File: src/qrs_pkg.sv
// qrs_pkg: widths, kind codes and the queue entry type of the quadratic root solver.
// No dependencies; every other file in src uses these by scoped name.
`default_nettype none
package qrs_pkg;

   localparam int CoefWidth  = 16;                 // coefficient width, Q(n-8).8
   localparam int FracShift  = 16;                 // aligns -b to 24 fraction bits
   localparam int RootShift  = 32;                 // radicand is |D| * 2^32
   localparam int OutWidth   = 32;                 // Q16.16 results
   localparam int DiscWidth  = 2 * CoefWidth + 3;  // signed b*b - 4ac
   localparam int DmagWidth  = DiscWidth - 1;      // |D|
   localparam int RadWidth   = DmagWidth + RootShift;
   localparam int RootWidth  = (RadWidth + 1) / 2;
   localparam int NbWidth    = CoefWidth + FracShift + 1;
   localparam int DenWidth   = CoefWidth + 1;      // 2a, signed; |2a| also fits
   localparam int NumWidth   = ((NbWidth > RootWidth + 1) ? NbWidth : RootWidth + 1) + 1;
   localparam int FifoDepth  = 4;
   localparam int FifoPtrW   = $clog2(FifoDepth);

   typedef enum logic [1:0] {
      KIND_DISTINCT = 2'd0,
      KIND_EQUAL    = 2'd1,
      KIND_COMPLEX  = 2'd2,
      KIND_DEGEN    = 2'd3
   } kind_type;

   typedef struct packed {
      kind_type                     kind;
      logic [DmagWidth-1:0]         dmag;
      logic signed [NbWidth-1:0]    nb;
      logic signed [DenWidth-1:0]   den;
   } item_type;

   typedef struct packed {
      logic [FifoPtrW:0] count;
      logic [1:0]        inflight;
   } occ_type;

endpackage
`default_nettype wire

File: src/qrs_front.sv
// qrs_front: takes coefficient beats, forms b*b and a*c, then the discriminant and kind.
// Depends on qrs_pkg.
`default_nettype none
module qrs_front (
   input  wire logic                                      clock,
   input  wire logic                                      reset,
   input  wire logic                                      accept,
   input  wire logic signed [qrs_pkg::CoefWidth-1:0]      coef_a,
   input  wire logic signed [qrs_pkg::CoefWidth-1:0]      coef_b,
   input  wire logic signed [qrs_pkg::CoefWidth-1:0]      coef_c,
   output logic                                           push,
   output qrs_pkg::item_type                              item,
   output logic [1:0]                                     inflight
);

   logic                                        v1_ff, v2_ff;
   logic signed [qrs_pkg::CoefWidth-1:0]        a1_ff, b1_ff;
   logic signed [2*qrs_pkg::CoefWidth-1:0]      bb_ff, ac_ff, bb_in, ac_in;
   logic signed [qrs_pkg::DiscWidth-1:0]        disc;
   qrs_pkg::item_type                           item_ff, item_in;

   assign bb_in = coef_b * coef_b;
   assign ac_in = coef_a * coef_c;
   assign disc  = qrs_pkg::DiscWidth'(bb_ff) - (qrs_pkg::DiscWidth'(ac_ff) <<< 2);

   always_comb begin
      item_in.nb  = -(qrs_pkg::NbWidth'(b1_ff) <<< qrs_pkg::FracShift);
      item_in.den = qrs_pkg::DenWidth'(a1_ff) <<< 1;
      item_in.dmag = disc[qrs_pkg::DiscWidth-1] ? qrs_pkg::DmagWidth'(-disc)
                                                : qrs_pkg::DmagWidth'(disc);
      if (a1_ff == '0) begin
         item_in.kind = qrs_pkg::KIND_DEGEN;
      end else if (disc == '0) begin
         item_in.kind = qrs_pkg::KIND_EQUAL;
      end else if (disc[qrs_pkg::DiscWidth-1]) begin
         item_in.kind = qrs_pkg::KIND_COMPLEX;
      end else begin
         item_in.kind = qrs_pkg::KIND_DISTINCT;
      end
   end

   always_ff @(posedge clock) begin
      if (reset) begin
         v1_ff <= 1'b0;
         v2_ff <= 1'b0;
      end else begin
         v1_ff <= accept;
         v2_ff <= v1_ff;
      end
      a1_ff   <= coef_a;
      b1_ff   <= coef_b;
      bb_ff   <= bb_in;
      ac_ff   <= ac_in;
      item_ff <= item_in;
   end

   assign push     = v2_ff;
   assign item     = item_ff;
   assign inflight = {1'b0, v1_ff} + {1'b0, v2_ff};

endmodule
`default_nettype wire

File: config.mk
export PLATFORM = sky130hd
export DESIGN_NAME = qrs_front
export DESIGN_NICKNAME = d
export VERILOG_FILES = /design/src/qrs_pkg.sv /design/src/qrs_front.sv
export SDC_FILE = /design/constraint.sdc
export NUM_CORES = 2
export LEC_CHECK = 0
export BUFFER_PORTS_ARGS = -buffer_cell sky130_fd_sc_hd__buf_2
export CORE_UTILIZATION = 39
export CTS_CLUSTER_SIZE = 14
export DETAILED_ROUTE_END_ITERATION = 12
export GPL_TIMING_DRIVEN = 0
export PLACE_DENSITY = 0.66
export SLEW_MARGIN = 20
export SYNTH_ARGS = -nofsm -noshare
export SYNTH_HDL_FRONTEND = slang
export SYNTH_SLANG_ARGS = --single-unit
File: constraint.sdc
create_clock -name clock -period 14.55 [get_ports clock]
set_input_delay 0.7275 -clock clock [delete_from_list [all_inputs] [get_ports clock]]
set_output_delay 0.7275 -clock clock [all_outputs]
set_load 0.02 [all_outputs]
==> results.sh <==
export IMPL_status="finished, final reports clean"
export IMPL_fin_crit_sh=0.5025
export IMPL_grt_antenna_before_repair=0
export IMPL_synthArstFlopShare=0
export IMPL_drv_slew=0
export IMPL_synth_largest_area_cell="fa_1"
export IMPL_synth_area_um2=24920
export IMPL_clk_pin_slew_ns=0.07
export IMPL_coreArea_um2=63080
export IMPL_ys_ff_latch=164
export IMPL_wl_um=57160
export IMPL_worstSkewPairLatency_ns=0.49
export IMPL_grt_pass1_vias=18452
export IMPL_critical_path_peak_fanout=10
export IMPL_port_buffers=122
export IMPL_fillers=6252
export IMPL_viasPerCell=4.880
export IMPL_clock_root_buffer="clkbuf_16"
export IMPL_first_pass_iters=5
export IMPL_crit_type="in -> reg"
export IMPL_die_w_um=254.8
export IMPL_synth_mux_area_frac=0.0008034
export IMPL_fmaxAchievable_ghz=0.1368
export IMPL_num_rows=92
export IMPL_initial_utilization=0.3950
export IMPL_avgRoutedWirePerCell_um=15.54
export IMPL_hold_buffers=0
export IMPL_synth_compound_area_frac=0.07210
export IMPL_route_detailed_drc=0
export IMPL_synthTopCellsByCount="656 x inv_1, 496 x fa_1, 228 x nand2_1, 208 x ha_1, 168 x and2_1"
export IMPL_synth_ff_type="dfxtp_1"
export IMPL_cts_tree="done"
export IMPL_hold_class="reg -> reg"
export IMPL_grt_pass1_wl_um=95430
export IMPL_fin_crit_ns=7.311
export IMPL_reg2reg_slack_ns=9.72
export IMPL_synth_edff_count=0
export IMPL_synthToLayoutAreaGrowth_pct=9.279
export IMPL_clock_skew_ns=0.01651
export IMPL_die_y_um=254.8
export IMPL_gp_congestion=0.9424
export IMPL_multiInputGateArea_um2=18820
export IMPL_post_cts_buffers=0
export IMPL_path_buf_inv=5
export IMPL_slowest_stage="a31oi_1"
export IMPL_grt_max_degree=17
export IMPL_synth_adder_area_share=0.5029
export IMPL_syn_avg_cell_area_um2=9.357
export IMPL_cp_start_kind="primary input"
export IMPL_grt_use_total=0.1917
export IMPL_setup_viol=0
export IMPL_synth_distinct_cells=69
export IMPL_cts_max_level=4
export IMPL_ios=140
export IMPL_grt_overflow=0
export IMPL_vias=17952
export IMPL_drtIter0Drc=1164
export IMPL_cts_sinks=164
export IMPL_critPathTopFamily="adder cells"
export IMPL_ctsResizeCount=0
export IMPL_timing_max_cap_violations=0
export IMPL_tightest_slew_ns=1.007
export IMPL_relSlewSlack=0.3285
export IMPL_rsz0062_at_grt="no"
export IMPL_required_ns=14.92
export IMPL_end_kind="flip-flop"
export IMPL_yosysMostFrequentCell="inv_1"
export IMPL_drive_gt1_frac=0.06918
export IMPL_worst_slack_ns=7.239
export IMPL_fin_tns_setup_ns=0
export IMPL_whs_ns=0.3529
export IMPL_synth_top_family_by_area="adder cells"
export IMPL_place_ws_ns=6.796
export IMPL_synth_cells=2663
export IMPL_hpwl_um=48730
export IMPL_cts_inserted_buffers=17
export IMPL_fin_nets=3575
export IMPL_clk_path_buf_depth=2
export IMPL_cp_data_arrival_time_ns=7.68
export IMPL_hold_viol=0
export IMPL_yosysSeqAreaShare=0.1318
export IMPL_crit_top_cell="fa_1"
export IMPL_yosysWarnings=0
export IMPL_drtAntennaViolNets=0
export IMPL_antenna_diode_count=0
export IMPL_yosysTopAreaCellShare=0.3985
export IMPL_die_area_um2=64910
export IMPL_finish_utilization=0.4317
export IMPL_synth_area_top_cells="fa_1 40%, dfxtp_1 13%, ha_1 10%"
export IMPL_path_cells="buf_2, clkbuf_1, nand2_1, fa_1, fa_1, fa_1, inv_1, fa_1, fa_1, inv_1, fa_1, inv_1, ha_1, and3_1, and3_1, a211oi_1, o21ai_0, a31oi_1, o21ai_0, a211oi_1, a21oi_1, xor2_1"
export IMPL_synth_xor_area_share=0.05272
export IMPL_synth_simple_gate_area_frac=0.1242
export IMPL_cpPeakStageDelay_ns=0.62
export IMPL_seq_area_um2=3283
==> worst register-to-register path, cell delays in order, from the launching register on <==
cell      delay (ns)
dfxtp_1         0.36
ha_1            0.18
inv_1           0.05
fa_1            0.42
a21o_1          0.24
a221oi_2        0.40
o221ai_2        0.25
a21o_1          0.30
and2_1          0.18
o221ai_1        0.21
a31oi_1         0.17
o22ai_1         0.80
clkbuf_1        0.74
o31ai_1         0.22
xnor2_1         0.18
==> layer usage <==
layer / GRT usage / wire (µm)
met5: 0 / 0
met3: 0.03511 / 3701
met4: 0.06484 / 1496
met2: 0.3072 / 27080
met1: 0.2602 / 24880
==> flip-flops by register name (all words and copies together), names as in the netlist <==
name and count:
bb_ff 31, ac_ff 32, a1_ff 16, v1_ff 1, item 68, push 1, b1_ff 15
==> final cells by class <==
class | instances | share of cell area
timing repair buffer | 122 | 0.02242
buffer | 86 | 0.01470
multi-input combinational | 1770 | 0.6912
tap | 846 | 0.03887
inverter | 659 | 0.09084
sequential | 164 | 0.1206
clock buffer | 19 | 0.01627
clock inverter | 13 | 0.005146
==> worst paths after layout <==
check,from,to,cells past startpoint
max,coef_a[11],ac_ff[30],22
max reg2reg,ac_ff[0],item[69],14
min reg2reg,a1_ff[1],item[2],0
min,a1_ff[1],item[2],0
==> stage by stage <==
| step | cell area, µm² | cells |
|---|---|---|
| 6_report | 27230 | 3679 |
| 5_1_grt | 27230 | 3679 |
| 4_1_cts | 27230 | 3679 |
| 3_5_place_dp | 26650 | 3647 |
| 3_3_place_gp | 26650 | 3647 |
| 2_1_floorplan | 24980 | 2679 |
==> cells by family (layout without fill, tap and decap cells) <==
family | after synthesis | count (layout)
AOI/OAI and AO/OA | 272 | 272
xor gates and xnor gates | 150 | 150
adders and majority gates | 704 | 704
buffers and inverters | 745 | 899
DFF | 164 | 164
muxes | 2 | 2
other | 1 | 17
and+or+nand+nor | 625 | 625
==> cells in the final DEF, fill, tap and decap left out, types with 14 or more instances in the layout <==
cell       instances
a21o_1            31
a21oi_1           86
and2_1           168
buf_2            124
buf_4             18
clkbuf_1          65
clkbuf_16         17
conb_1            17
dfxtp_1          164
fa_1             496
ha_1             208
inv_1            656
nand2_1          228
nand2b_1          18
nand3_1           19
nand4_1           14
nor2_1            97
nor2b_1           14
nor3_1            21
o21ai_0           42
o21bai_1          19
xnor2_1          115
xor2_1            35
Power is not shown: default switching activity piles up to over one toggle a cycle in this logic, so the estimate is an artifact.
