## config.mk

```make
export PLATFORM = sky130hd
export DESIGN_NAME = qrs_fifo
export DESIGN_NICKNAME = d
export VERILOG_FILES = /design/src/qrs_pkg.sv /design/src/qrs_fifo.sv
export SDC_FILE = /design/constraint.sdc
export NUM_CORES = 1
export LEC_CHECK = 0
export ABC_CLOCK_PERIOD_IN_PS = 8600
export BUFFER_PORTS_ARGS = -buffer_cell sky130_fd_sc_hd__buf_2
export CAP_MARGIN = 15
export CORE_ASPECT_RATIO = 1.25
export CORE_MARGIN = 5
export CORE_UTILIZATION = 43
export DETAILED_ROUTE_END_ITERATION = 12
export MAX_ROUTING_LAYER = met4
export PLACE_DENSITY = 0.67
export REMOVE_ABC_BUFFERS = 1
export SKIP_LAST_GASP = 1
export SYNTH_ARGS = -nofsm -noshare
export SYNTH_HDL_FRONTEND = slang
export SYNTH_SLANG_ARGS = --single-unit
```

## constraint.sdc

```tcl
create_clock -name clock -period 8.6 [get_ports clock]
set_clock_uncertainty 0.1 [all_clocks]
set_input_delay 0.86 -clock clock [delete_from_list [all_inputs] [get_ports clock]]
set_output_delay 0.86 -clock clock [all_outputs]
set_load 0.01 [all_outputs]
```

## src/qrs_pkg.sv

```systemverilog
// qrs_pkg: widths, kind codes and the queue entry type of the quadratic root solver.
// No dependencies; every other file in src uses these by scoped name.
`default_nettype none
package qrs_pkg;

   localparam int CoefWidth  = 16;                 // coefficient width, Q(n-8).8
   localparam int FracShift  = 16;                 // aligns -b to 24 fraction bits
   localparam int RootShift  = 32;                 // radicand is |D| * 2^32
   localparam int OutWidth   = 32;                 // Q16.16 results
   localparam int DiscWidth  = 2 * CoefWidth + 3;  // signed b*b - 4ac
   localparam int DmagWidth  = DiscWidth - 1;      // |D|
   localparam int RadWidth   = DmagWidth + RootShift;
   localparam int RootWidth  = (RadWidth + 1) / 2;
   localparam int NbWidth    = CoefWidth + FracShift + 1;
   localparam int DenWidth   = CoefWidth + 1;      // 2a, signed; |2a| also fits
   localparam int NumWidth   = ((NbWidth > RootWidth + 1) ? NbWidth : RootWidth + 1) + 1;
   localparam int FifoDepth  = 4;
   localparam int FifoPtrW   = $clog2(FifoDepth);

   typedef enum logic [1:0] {
      KIND_DISTINCT = 2'd0,
      KIND_EQUAL    = 2'd1,
      KIND_COMPLEX  = 2'd2,
      KIND_DEGEN    = 2'd3
   } kind_type;

   typedef struct packed {
      kind_type                     kind;
      logic [DmagWidth-1:0]         dmag;
      logic signed [NbWidth-1:0]    nb;
      logic signed [DenWidth-1:0]   den;
   } item_type;

   typedef struct packed {
      logic [FifoPtrW:0] count;
      logic [1:0]        inflight;
   } occ_type;

endpackage
`default_nettype wire

```

## src/qrs_fifo.sv

```systemverilog
// qrs_fifo: short queue of classified items between front and back.
// Depends on qrs_pkg.
`default_nettype none
module qrs_fifo (
   input  wire logic                       clock,
   input  wire logic                       reset,
   input  wire logic                       push,
   input  wire qrs_pkg::item_type          push_item,
   output logic                            pop,
   output qrs_pkg::item_type               pop_item,
   output logic [qrs_pkg::FifoPtrW:0]      count
);

   qrs_pkg::item_type                 mem_ff [qrs_pkg::FifoDepth];
   logic [qrs_pkg::FifoPtrW-1:0]      wr_ff, rd_ff;
   logic [qrs_pkg::FifoPtrW:0]        cnt_ff;

   // back end never stalls: drain whenever something is queued
   assign pop      = (cnt_ff != '0);
   assign pop_item = mem_ff[rd_ff];
   assign count    = cnt_ff;

   always_ff @(posedge clock) begin
      if (reset) begin
         wr_ff  <= '0;
         rd_ff  <= '0;
         cnt_ff <= '0;
      end else begin
         if (push) wr_ff <= wr_ff + 1'b1;
         if (pop)  rd_ff <= rd_ff + 1'b1;
         cnt_ff <= cnt_ff + {{qrs_pkg::FifoPtrW{1'b0}}, push}
                          - {{qrs_pkg::FifoPtrW{1'b0}}, pop};
      end
      if (push) mem_ff[wr_ff] <= push_item;
   end

endmodule
`default_nettype wire

```

==> results, run 1 <==
- The run finished with clean final reports.
- Measured against its own limit, the worst slew margin works out to 33.3%.
- The post-cts sizing count is 0.
- The full die area is 33,600 um^2.
- The routed design has 24,300 um of wire.
- The average instance in the mapped netlist occupies 26.1 um^2.
- Once routing completed, OpenROAD measured the worst setup slack at 4.54 ns.
- The number of hold-repair buffers added at the cts stage is 0.
- Setup repair after global routing left no endpoint under its margin.
- The detailed router's first-iteration violation count is 306.
- Sequential elements use 81.5% of the synthesized area.
- At the worst endpoint, the arrival time is between 3 and 4 ns.
- After legalization and detailed placement, the total HPWL measured ~14,000 um.
- After synthesis the netlist holds a flip-flop and latch count of around 350.
- The number of antenna violations at the first check in global routing was 5.
- The worst hold path class is flip-flop to flip-flop.
- The quantity of I/O buffers inserted on ports is 178.
- The cell count after placement is 1,057.
- Synthesis produced a netlist whose cell count is about 500.
- The chip height is just over 200 um.
- At the end of the flow, the number of nets in the layout was 788.
- The post-route netlist has 45.7% of its cells at a drive strength greater than 1.
- Clock tree synthesis selected as its root buffer the cell clkbuf_16.
- The fraction of synthesis flops using an asynchronous set or reset pin is 0%.
- The main combinational cell family by area after synthesis is multiplexers.
- The worst hold margin is 0.461 ns.
- For this run the aggregate overflow at the end of global routing stands at 0.
- The max-slew violation total from the final report is 0.
- After detailed routing, the average wire length per cell comes to 21.6 um.
- Across the run, the number of max-cap violations was 0.
- The synthesized netlist devotes less than 1% of its cell area to compound gates.
- Entering global routing, the biggest net connects 48 pins.
- The endpoint required time on the critical path is 7.64 ns.
- The synthesized design contains 344 enable-type register cells.
- The antenna violation net count after detailed routing is 0.
- The placeable core region is 29,800 um^2.
- By area the synthesized netlist is led by edfxtp_1, mux4_2, dfxtp_1, buf_12, ha_1.
- The power density normalized to cell area is 304 nW/um^2.
- Compared with the post-synthesis result, the final layout area differs by 19.6%.
- The die is 165 um wide.
- After clock tree synthesis, the clock-pin slew on the worst setup and hold paths is approximately 0.06 ns.
- The detailed-route DRC error count is 0.
- The average via count per standard cell is 5.05.
- The sum of negative setup slack is 0 ns.
- The worst setup path is of the flip-flop to output pin kind.
- The multiplexer area fraction after synthesis is between 10% and 20%.
- The cell area that synthesis handed to floorplanning was 12,900 um^2.
- The type of origin of the critical path is a flip-flop.
- The worst supply voltage drop on vdd is 0.195 mV.
- The synthesized design devotes to its leading area cell type approximately four fifths of total area.
- The pin slew with the least headroom to its limit is 1.00 ns.
- The number of hold-slack violations in the final timing report was 0.
- Buffers inserted during clock tree synthesis total 34.
- The first global-routing pass estimated 37,400 um of wire.
- OpenSTA, run right after detailed placement, puts the worst setup slack at around 4.8 ns.
- The first-pass detailed-route iteration total is 4.
- Once the clock tree was built, the setup fixing pass inserted 0 buffers.
- The cell taking the most area after synthesis is edfxtp_1.
- For this run, the top clock speed supported by timing is 246 MHz.
- The warning count from the yosys run is 0.
- The maximum level of the CTS H-tree is 2.
- The critical-path maximum fanout is 47.
- Detailed routing inserted a total of 5,677 vias.
- For this run, the number of standard cells in the final layout without fillers is 1,124.
- The count of clock tree sinks is 353.
- In this run the static leakage power is roughly 5.2 nW.
- The synthesized netlist devotes less than 1% of its cell area to simple gates.
- The CTS tree is built.
- In the synthesized netlist, the cells that appear most often are edfxtp_1, mux4_2, buf_2, dfxtp_1.
- The adder-cell area share of the yosys netlist is 0.738%.
- The xor and xnor fraction of the mapped netlist area is less than 1%.
- The most numerous cell in the Yosys netlist is edfxtp_1.
- The initial cell density of the core is a little over two fifths.
- The number of distinct library cell variants in the gate-level netlist after synthesis is 21.
- The last weighted congestion value of the routability-driven placer is 0.702.
- Setup violations remaining at the end of the flow were counted as 0.
- The initialized floorplan defines 71 standard-cell rows.
- 179 I/O pins were placed.
- The via count of the first global-routing pass came to 6,483.
- The post-layout minimum cycle time is 4.06 ns.
- The clock reaches the later pin of the worst-skew pair after between 0.4 and 0.5 ns.
- The final critical-path share of the clock period is 47.2%.
- The clock passes through at most 3 buffers.
- Global routing used 15.2% of the available tracks.
- The primary flip-flop cell chosen by synthesis mapping is edfxtp_1.
- The sort of element at the end of the critical path is an output pin.
-- cell usage in the layout, fill, tap and decap left out, types with 4 or more instances in the layout --
cell | synthesis | layout
buf_4 | 0 | 6
mux4_2 | 86 | 86
nor2_1 | 4 | 4
buf_2 | 10 | 178
clkinv_1 | 0 | 5
clkbuf_16 | 0 | 37
dfxtp_1 | 9 | 7
and2_4 | 0 | 4
ha_1 | 6 | 6
edfxtp_1 | 344 | 344
clkinv_2 | 0 | 4
clkbuf_1 | 5 | 6
bufinv_16 | 0 | 7
inv_1 | 6 | 6
diode_2 | 0 | 5
-- worst paths after layout --
| kind | startpoint | to | slack, ns | depth (start not counted) |
|---|---|---|---|---|
| max reg2reg | wr_ff[0] | mem_ff[3][81] | 6.21 | 3 |
| min reg2reg | wr_ff[1] | wr_ff[1] | 0.46 | 2 |
| max | flip-flop | pop_item[49] | 4.54 | 3 |
| min | wr_ff[1] | wr_ff[1] | 0.46 | 2 |
-- cell families after synthesis --
family | after synthesis
adder cells (fa/ha/maj) | 7
flip-flops | 353
multiplexers | 88
AO/OA/AOI/OAI | 1
XOR/XNOR | 2
AND/OR/NAND/NOR | 15
buffers and inverters | 27
-- flip-flops by register name (all words and copies together), names as in the netlist, named ones only --
signal  cells
count       3
mem_ff    344
rd_ff       2
wr_ff       2
-- routing by layer --
layer	global-route usage, %	part of all wire [%]
met2	25.9	53
met3	3.80	6.6
met5	-	0
met1	17.9	39
met4	4.67	2.2
-- through the flow --
stage / utilization (%) / instance area (um^2) / power (mW)
global route: 51.6 / 15400 / 4.90
detailed placement: 47.5 / 14200 / 3.16
finish: 51.6 / 15400 / 4.69
CTS: 51.6 / 15400 / 4.77
floorplan: - / 12700 / 2.79
global placement: 47.5 / 14200 / 3.13
-- critical path: stages (launching register included) --
cell and delay, ns:
dfxtp_4 0.98, buf_4 0.80, mux4_2 0.62, buf_2 0.16
-- where the power goes --
| part | total (mW) | switching, mW | internal (mW) |
|---|---|---|---|
| clock | 1.60 | 0.591 | 1.01 |
| sequential | 2.11 | 0.124 | 1.99 |
| combinational | 0.970 | 0.458 | 0.513 |
-- cell type report --
cell class / count / area [um^2]
clock buffer: 45 / 976
multi-input combinational: 113 / 2190
inverter: 6 / 22.5
tap: 401 / 502
clock inverter: 17 / 258
fill: 2360 / 14400
antenna: 5 / 12.5
timing repair buffer: 184 / 936
sequential: 353 / 10500
Note: power is estimated with default switching activity, not from simulation.
==> inputs of run 2 (changes only) <==
--- a/config.mk
+++ b/config.mk
@@ -5,7 +5,8 @@
 export SDC_FILE = /design/constraint.sdc
 export NUM_CORES = 1
 export LEC_CHECK = 0
-export ABC_CLOCK_PERIOD_IN_PS = 8600
+export ABC_AREA = 1
+export ABC_CLOCK_PERIOD_IN_PS = 3960
 export BUFFER_PORTS_ARGS = -buffer_cell sky130_fd_sc_hd__buf_2
 export CAP_MARGIN = 15
 export CORE_ASPECT_RATIO = 1.25
@@ -13,7 +14,7 @@
 export CORE_UTILIZATION = 43
 export DETAILED_ROUTE_END_ITERATION = 12
 export MAX_ROUTING_LAYER = met4
-export PLACE_DENSITY = 0.67
+export PLACE_DENSITY = 0.66
 export REMOVE_ABC_BUFFERS = 1
 export SKIP_LAST_GASP = 1
 export SYNTH_ARGS = -nofsm -noshare
==> constraint.sdc (replaced) <==
create_clock -name clock -period 3.96 [get_ports clock]
set_clock_uncertainty 0.1 [all_clocks]
set_input_delay 0.396 -clock clock [delete_from_list [all_inputs] [get_ports clock]]
set_output_delay 0.396 -clock clock [all_outputs]
set_load 0.01 [all_outputs]
==> run 2 against run 1 <==
  * Core utilization is 2.0 points higher
  * Via count is 50% higher
  * Critical endpoint is now pop_item[76]
  * Sequential power is 120% higher
  * Register-to-register slack worse by 4.2 ns
  * Cell area is 11% higher
==> results, run 2 <==
- The HPWL after detailed placement is 15,700 um.
- In the layout the commonest cells are edfxtp_1, inv_1, nand2_1.
- The sum of negative setup slack is 0 ns.
- Cells fill 53.7% of the core in the end.
- The number of distinct library cell variants in the gate-level netlist after synthesis is 16.
- In this run the worst path has a maximum fanout of 88.
- The fraction of synthesis flops using an asynchronous set or reset pin is 0%.
- STA puts the critical path data arrival time at about 2.4 ns.
- The sum of buffers and inverters on the critical path is 2.
- The cell taking the most area after synthesis is edfxtp_1.
- The number of hold-slack violations in the final timing report was 0.
- After the first detailed-routing iteration, the DRC count stood at 579.
- The antenna violation net count after detailed routing is 0.
- The wire length reported by the detailed router is 27,100 um.
- Of the cells placed in the final design, the portion with a size suffix greater than 1 is between 10% and 20%.
- CTS built an H-tree with a depth of 2.
- The share of total power in sequential cells is 42.7%.
- The finished layout holds 1,757 standard cells, fillers aside.
- TritonCTS built the clock tree.
- Gates resized during post-CTS repair numbered 0.
- Including well taps, the total number of placed cells is 1,609.
- In the final design database the tool counted 1,413 nets.
- The last weighted congestion value of the routability-driven placer is 0.715.
- Summing internal, switching and leakage power gives 10.6 mW.
- The floorplan step set the die height to about 210 um.
- The top register by number of flip-flops is mem_ff.
- The post-placement worst setup slack is 1.60 ns.
- The combined area of all synthesized cells is approximately 14,000 um^2.
- The type of origin of the critical path is a flip-flop.
- The flow ran to the end, and the final reports show no timing, DRC or antenna violations.
- The root buffer cell is clkbuf_16.
- The global-route total usage across every layer is 15.2%.
- The average via count per standard cell is 4.86.
- The clock power share is a little under a third.
- Traced cell by cell, the critical path runs through buf_4 > a21oi_1 > o21ai_0 > nand2_1 > buf_2.
- The power density normalized to cell area is 620 nW/um^2.
- Buffers placed on the I/O ports in this run total 178.
- The flip-flop count of the largest register, all copies and words added is 344.
- The logic depth of the worst path, buffers included is 5.
- The count of vias placed by the detailed router is between 8,000 and 9,000.
- The share of the synthesized area in the top cell type is 74.0%.
- The analysis attributes to cell leakage a power of 6.68 nW.
- The critical path's slowest cell is dfxtp_4.
- The floorplan row count is 73.
- Measured against its own limit, the worst slew margin works out to 41.4%.
- The worst hold path cell count is 1.
- The routed design could run at a clock period as short as 2.85 ns.
- By instance count, the leading cell after synthesis is edfxtp_1.
- The primary flip-flop cell chosen by synthesis mapping is edfxtp_1.
- The placeable core region is 32,000 um^2.
- In this run the horizontal extent of the chip is 171 um.
- Entering global routing, the biggest net connects 89 pins.
- IR analysis of the VDD net gives a maximum drop of 0.387 mV.
- STA classifies the critical path endpoint as an output pin.
- The max-slew violation total from the final report was 0.
- After detailed routing, the average wire length per cell comes to 15.4 um.
- Synthesis inferred 353 register bits.
- The cell-internal power is 7.32 mW.
- For the worst-skew pair, the clock arrives at the later sink with an insertion delay of 0.50 ns.
- The first global-routing pass estimated around 43,000 um of wire.
- Setup slack on the critical path of the routed design comes to 1.11 ns.
- The commonest cells after synthesis are edfxtp_1, inv_1, nand2_1, a21oi_1.
- The total clock buffers created by CTS is 35.
- The number of cells produced by synthesis is 1,064.
- After global routing the overflow that remains totals 0.
- The final design area excluding fillers is 17,200 um^2.
- In this run the deepest clock path goes through 3 buffers.
- The post-synthesis area per instance is approximately 13 um^2.
- 179 I/O pins were placed.
- In this run switching power makes up 31.2% of total power.
- Before antenna repair, the detailed router went through 4 iterations.
- The via count of the first global-routing pass is between 8,000 and 9,000.
- The final critical-path share of the clock period is 72.0%.
- The initial cell density of the core is 43.7%.
- The combinational share of power is 27.1%.
- Yosys attributes the largest share of cell area to edfxtp_1, inv_1, nand2_1, o211ai_1, a21oi_1.
- The leading cell type in the layout, fill and taps excluded is edfxtp_1.
- Counting cells, the worst reg-to-reg path comes to 5.
- The path class of the tightest hold or removal check is primary input to flip-flop.
- The warning count from the yosys run is 0.
- The area growth from synthesis to layout is 22.8%.
- STA puts the critical path data required time at 3.46 ns.
- The clock input transition at the sequential cells of the worst setup and hold paths is 0.06 ns.
- On the worst path, the slowest cell contributes a delay of 0.87 ns.
- The number of antenna violations at the first check in global routing was 3.
- The filler cells instantiated in the layout total 2,639.
- The worst hold path begins at push_item[23].
- The critical register-to-register path startpoint is wr_ff[1].
- The max-capacitance violation count is 0.
- The critical path in this run is classified as flip-flop to output pin.
- For the pin with the worst max-slew slack, the measured transition is 0.879 ns.
- Grouping stages by cell kind, the critical path spends the most delay in flip-flops.
- Setup repair after global routing left no endpoint under its margin.
- The clock net in this run drives a total of ~350 sinks.
- Derived from the worst setup path, the maximum achievable clock frequency is 351 MHz.
- The worst hold margin is 0.0252 ns.
- The switching power is around 3.3 mW.
- The instance area at placement is 15,200 um^2.
- For this run, design rule violations remaining after detail routing come to 0.
- Summing the sequential cell areas from Yosys gives 75.2% of the chip area.
- The full die area is 36,200 um^2.
- Yosys mapped a number of flops with a built-in enable equal to approximately 340.
- The number of endpoints failing setup at the final stage is 0.
run 2: power by group through the flow:
stage                     registers (mW)  clock network, mW  logic, mW
after global placement              4.63                  0       2.81
after detailed placement            4.64                  0       2.87
after CTS                           4.56               3.30       2.94
after global routing                4.59               3.47       3.24
final                               4.55               3.21       2.88
after floorplan                     4.80                  0       1.49
run 2: layout make-up:
type / count / area [um^2] / share of cell area (%)
clock inverter: 17 / 164 / 0.955
inverter: 189 / 719 / 4.19
timing repair buffer: 273 / 1900 / 11.1
sequential: 353 / 10500 / 61.3
clock buffer: 45 / 966 / 5.63
multi-input combinational: 465 / 2370 / 13.8
tap: 412 / 515 / 3.00
antenna: 3 / 7.51 / 0.0438
run 2: cell families (layout without fill, tap and decap cells):
group / Yosys count / in the layout / share of synthesized area (%)
flip-flops: 353 / 353 / 75.2
AO/OA/AOI/OAI: 266 / 266 / 11.1
buffers and inverters: 246 / 524 / 7.81
AND/OR/NAND/NOR: 192 / 192 / 5.19
adder cells (fa/ha/maj): 7 / 7 / 0.681
other: 0 / 3 / 0
run 2: what timing repair did:
item	in CTS	in global routing
setup buffers	0	0
hold buffers	82	1
hold endpoints to repair	328	4
run 2: final timing paths:
kind	to	slack, ns
setup / recovery	pop_item[76]	1.11
hold / removal	mem_ff[2][23]	0.03
setup reg to reg	mem_ff[1][69]	1.97
hold reg to reg	flip-flop	0.44
run 2: worst register-to-register path: stages, from the launching register on:
cell	delay (ns)
dfxtp_1	0.32
inv_1	0.11
ha_1	0.16
nand2_1	0.09
inv_4	0.49
buf_12	0.34
run 2: metal layers:
metal / track usage [%] / up-vias / part of all wire, %
met5: - / - / 0
met4: 4.54 / 0 / 1.8
met3: 3.38 / 38 / 5.6
met2: 25.9 / 185 / 51
met1: 18.3 / 4105 / 41
li1: - / 4203 / -
==> inputs of run 3 (changes only) <==
--- a/config.mk
+++ b/config.mk
@@ -6,7 +6,7 @@
 export NUM_CORES = 1
 export LEC_CHECK = 0
 export ABC_AREA = 1
-export ABC_CLOCK_PERIOD_IN_PS = 3960
+export ABC_CLOCK_PERIOD_IN_PS = 2460
 export BUFFER_PORTS_ARGS = -buffer_cell sky130_fd_sc_hd__buf_2
 export CAP_MARGIN = 15
 export CORE_ASPECT_RATIO = 1.25
@@ -14,7 +14,7 @@
 export CORE_UTILIZATION = 43
 export DETAILED_ROUTE_END_ITERATION = 12
 export MAX_ROUTING_LAYER = met4
-export PLACE_DENSITY = 0.66
+export PLACE_DENSITY = 0.69
 export REMOVE_ABC_BUFFERS = 1
 export SKIP_LAST_GASP = 1
 export SYNTH_ARGS = -nofsm -noshare
==> constraint.sdc (replaced) <==
create_clock -name clock -period 2.46 [get_ports clock]
set_clock_uncertainty 0.1 [all_clocks]
set_input_delay 0.246 -clock clock [delete_from_list [all_inputs] [get_ports clock]]
set_output_delay 0.246 -clock clock [all_outputs]
set_load 0.01 [all_outputs]
==> run 3 against run 2 <==
  * Count of clock-buffer cells in the layout decreased by 4
  * Sequential share of layout area decreased by 0.73 points
  * Largest cell class unchanged
  * Sequential cell count unchanged
  * Critical endpoint is now pop_item[12]
  * Die area unchanged
  * Sequential power increased by 57%
  * Highest routed layer unchanged
  * Via count increased by 1.1%
  * Hold slack improved by 0.36 ns
  * Final cell count increased by 0.91%
==> results, run 3 (synthesis results as in run 2) <==
- Setup repair after global routing left no endpoint under its margin.
- STA classifies the critical path endpoint as an output pin.
- The max-slew violation total from the final report was 0.
- Setup violations remaining at the end of the flow were counted as 0.
- The clock drives 353 sinks.
- TritonCTS built the clock tree.
- The antenna violation net count after detailed routing is 0.
- In the final layout, the share of cells above drive strength 1 is 18.8%.
- Compared with the post-synthesis result, the final layout area differs by 24.3%.
- Summed over all cells, the static leakage comes to about 6.8 nW.
- The flip-flop count of the largest register, all copies and words added is 344.
- No sink is reached through more buffers than the 3 on the longest clock path.
- The die covers about 36,000 um^2.
- The die is 171 um wide.
- The detailed router's first-iteration violation count is 468.
- Across the run, the number of max-cap violations was 0.
- The type of origin of the critical path is a flip-flop.
- For the pin with the worst max-slew slack, the measured transition is 0.572 ns.
- Port buffering added 178 buffers.
- The clock input transition at the sequential cells of the worst setup and hold paths is 0.06 ns.
- Global routing finished with a remaining overflow of 0.
- The post-layout minimum cycle time is 2.19 ns.
- The layout filler cell count is 2,612.
- Once the floorplan was initialized, standard cells occupied 43.7% of the core.
- The wire length reported by the detailed router is around 28,000 um.
- Buffers inserted during clock tree synthesis total 35.
- The I/O pin count is 179.
- The number of hold-slack violations in the final timing report is 0.
- The startpoint identified for the worst hold timing path is push_item[17].
- After routing, the total negative slack on setup checks comes to 0 ns.
- The count of vias placed by the detailed router is 8,623.
- The number of antenna violations at the first check in global routing came to 1.
- The global-route wire length before repair is around 44,000 um.
- The core region is approximately 32,000 um^2.
- Summing all non-filler instances in the final layout gives an area of around 17,000 um^2.
- The leading cell type in the layout, fill and taps excluded is edfxtp_1.
- Along the worst path, the maximum fanout reaches 24.
- The first-pass detailed-route iteration total is 4.
- Data on the critical path arrives at its endpoint at 1.85 ns.
- The worst supply voltage drop on vdd is 0.716 mV.
- The run finished with clean final reports.
- Leaving out fill and tap cells, the most frequent cells in the layout are edfxtp_1, inv_1, nand2_1.
- In this run the critical register-to-register path is launched from count[1].
- Dividing the detail-routed via count by the number of cells gives 4.86.
- The H-tree generated during clock tree synthesis spans 2 levels.
- For this run, design rule violations remaining after detail routing come to 0.
- The area taken by flip-flops and latches is around 11,000 um^2.
- The global-route total usage across every layer is 15.6%.
- After legalization and detailed placement, the total HPWL measured 16,100 um.
- Entering global routing, the biggest net connects 87 pins.
- The latest clock arrival within the worst-skew pair is 0.50 ns.
- After layout, the worst path uses 89.1% of the clock period.
- From bottom edge to top edge, the die measures ~210 um.
- The top register by number of flip-flops is mem_ff.
- Based on the critical path, the design can be clocked at up to about 460 MHz.
- The relative slew slack is 61.9%.
- The via count of the first global-routing pass came to about 8,600.
- The worst hold path class is primary input to flip-flop.
- At the worst endpoint, the required time is 2.11 ns.
- The final routed wire length divided by cell count is 15.7 um.
- Routability-driven placement finished with a final weighted congestion of 0.755.
- The setup path with the least slack is of type flip-flop to output pin.
- After floorplanning, the core was divided into 73 placement rows.
- The instance area at placement is 15,400 um^2.
- The power density normalized to cell area is roughly 1000 nW/um^2.
- For this run, the post-layout net count is roughly 1,400.
- The root buffer cell is clkbuf_16.
- The multi-input combinational cells in the finished layout cover a total of 2370 um^2.
run 3: final cells by class:
cell class,count,area share (%)
clock inverters,18,1.04
inverters,189,4.14
diodes,1,0.0144
repair buffers,294,12.4
clock buffers,41,5.17
multi-input cells,465,13.6
flip-flops and latches,353,60.6
well taps,412,2.97
run 3: stage by stage:
stage / hold WS [ns] / power (mW) / worst slack (ns) / utilization, % / cells
detailed placement: 0.361 / 12.3 / 0.505 / 48.1 / 1624
floorplan: 0.215 / 9.61 / -4.08 / - / 1007
global placement: 0.357 / 12.2 / 0.543 / 48.1 / 1624
finish: 0.387 / 17.3 / 0.269 / 54.3 / 1773
CTS: 0.354 / 17.5 / 0.0861 / 54.3 / 1771
global route: 0.375 / 18.3 / 0.0973 / 54.3 / 1773
run 3: worst max-delay path, stage by stage, from the launching register on:
cell and delay (ns):
dfxtp_4 0.60, buf_4 0.32, nand2_1 0.10, o211ai_1 0.10
nand2_1 0.08, buf_2 0.14
run 3: layer usage:
layer	GRT usage, %	up-vias	part of all wire, %
met2	26.8	190	51
met5	-	-	0
met4	4.37	0	2.2
li1	-	4247	-
met3	3.31	42	5.6
met1	18.5	4144	42
run 3: worst paths after layout:
kind | cells after the start | slack (ns) | to
max | 5 | 0.27 | pop_item[12]
min | 2 | 0.39 | mem_ff[0][17]
max reg2reg | 8 | 0.46 | count[2]
min reg2reg | 2 | 0.42 | wr_ff[1]
run 3: power breakdown:
part	internal, mW	switching (mW)	leakage, nW
logic	1.96	3.12	3.02
registers	6.92	0.215	3.24
clock network	3.02	2.07	0.527
run 3: what timing repair did:
action,CTS,global route
gates resized for setup,0,0
setup endpoints to repair,0,4
hold endpoints to repair,353,0
setup buffers,0,1
hold buffers,88,0
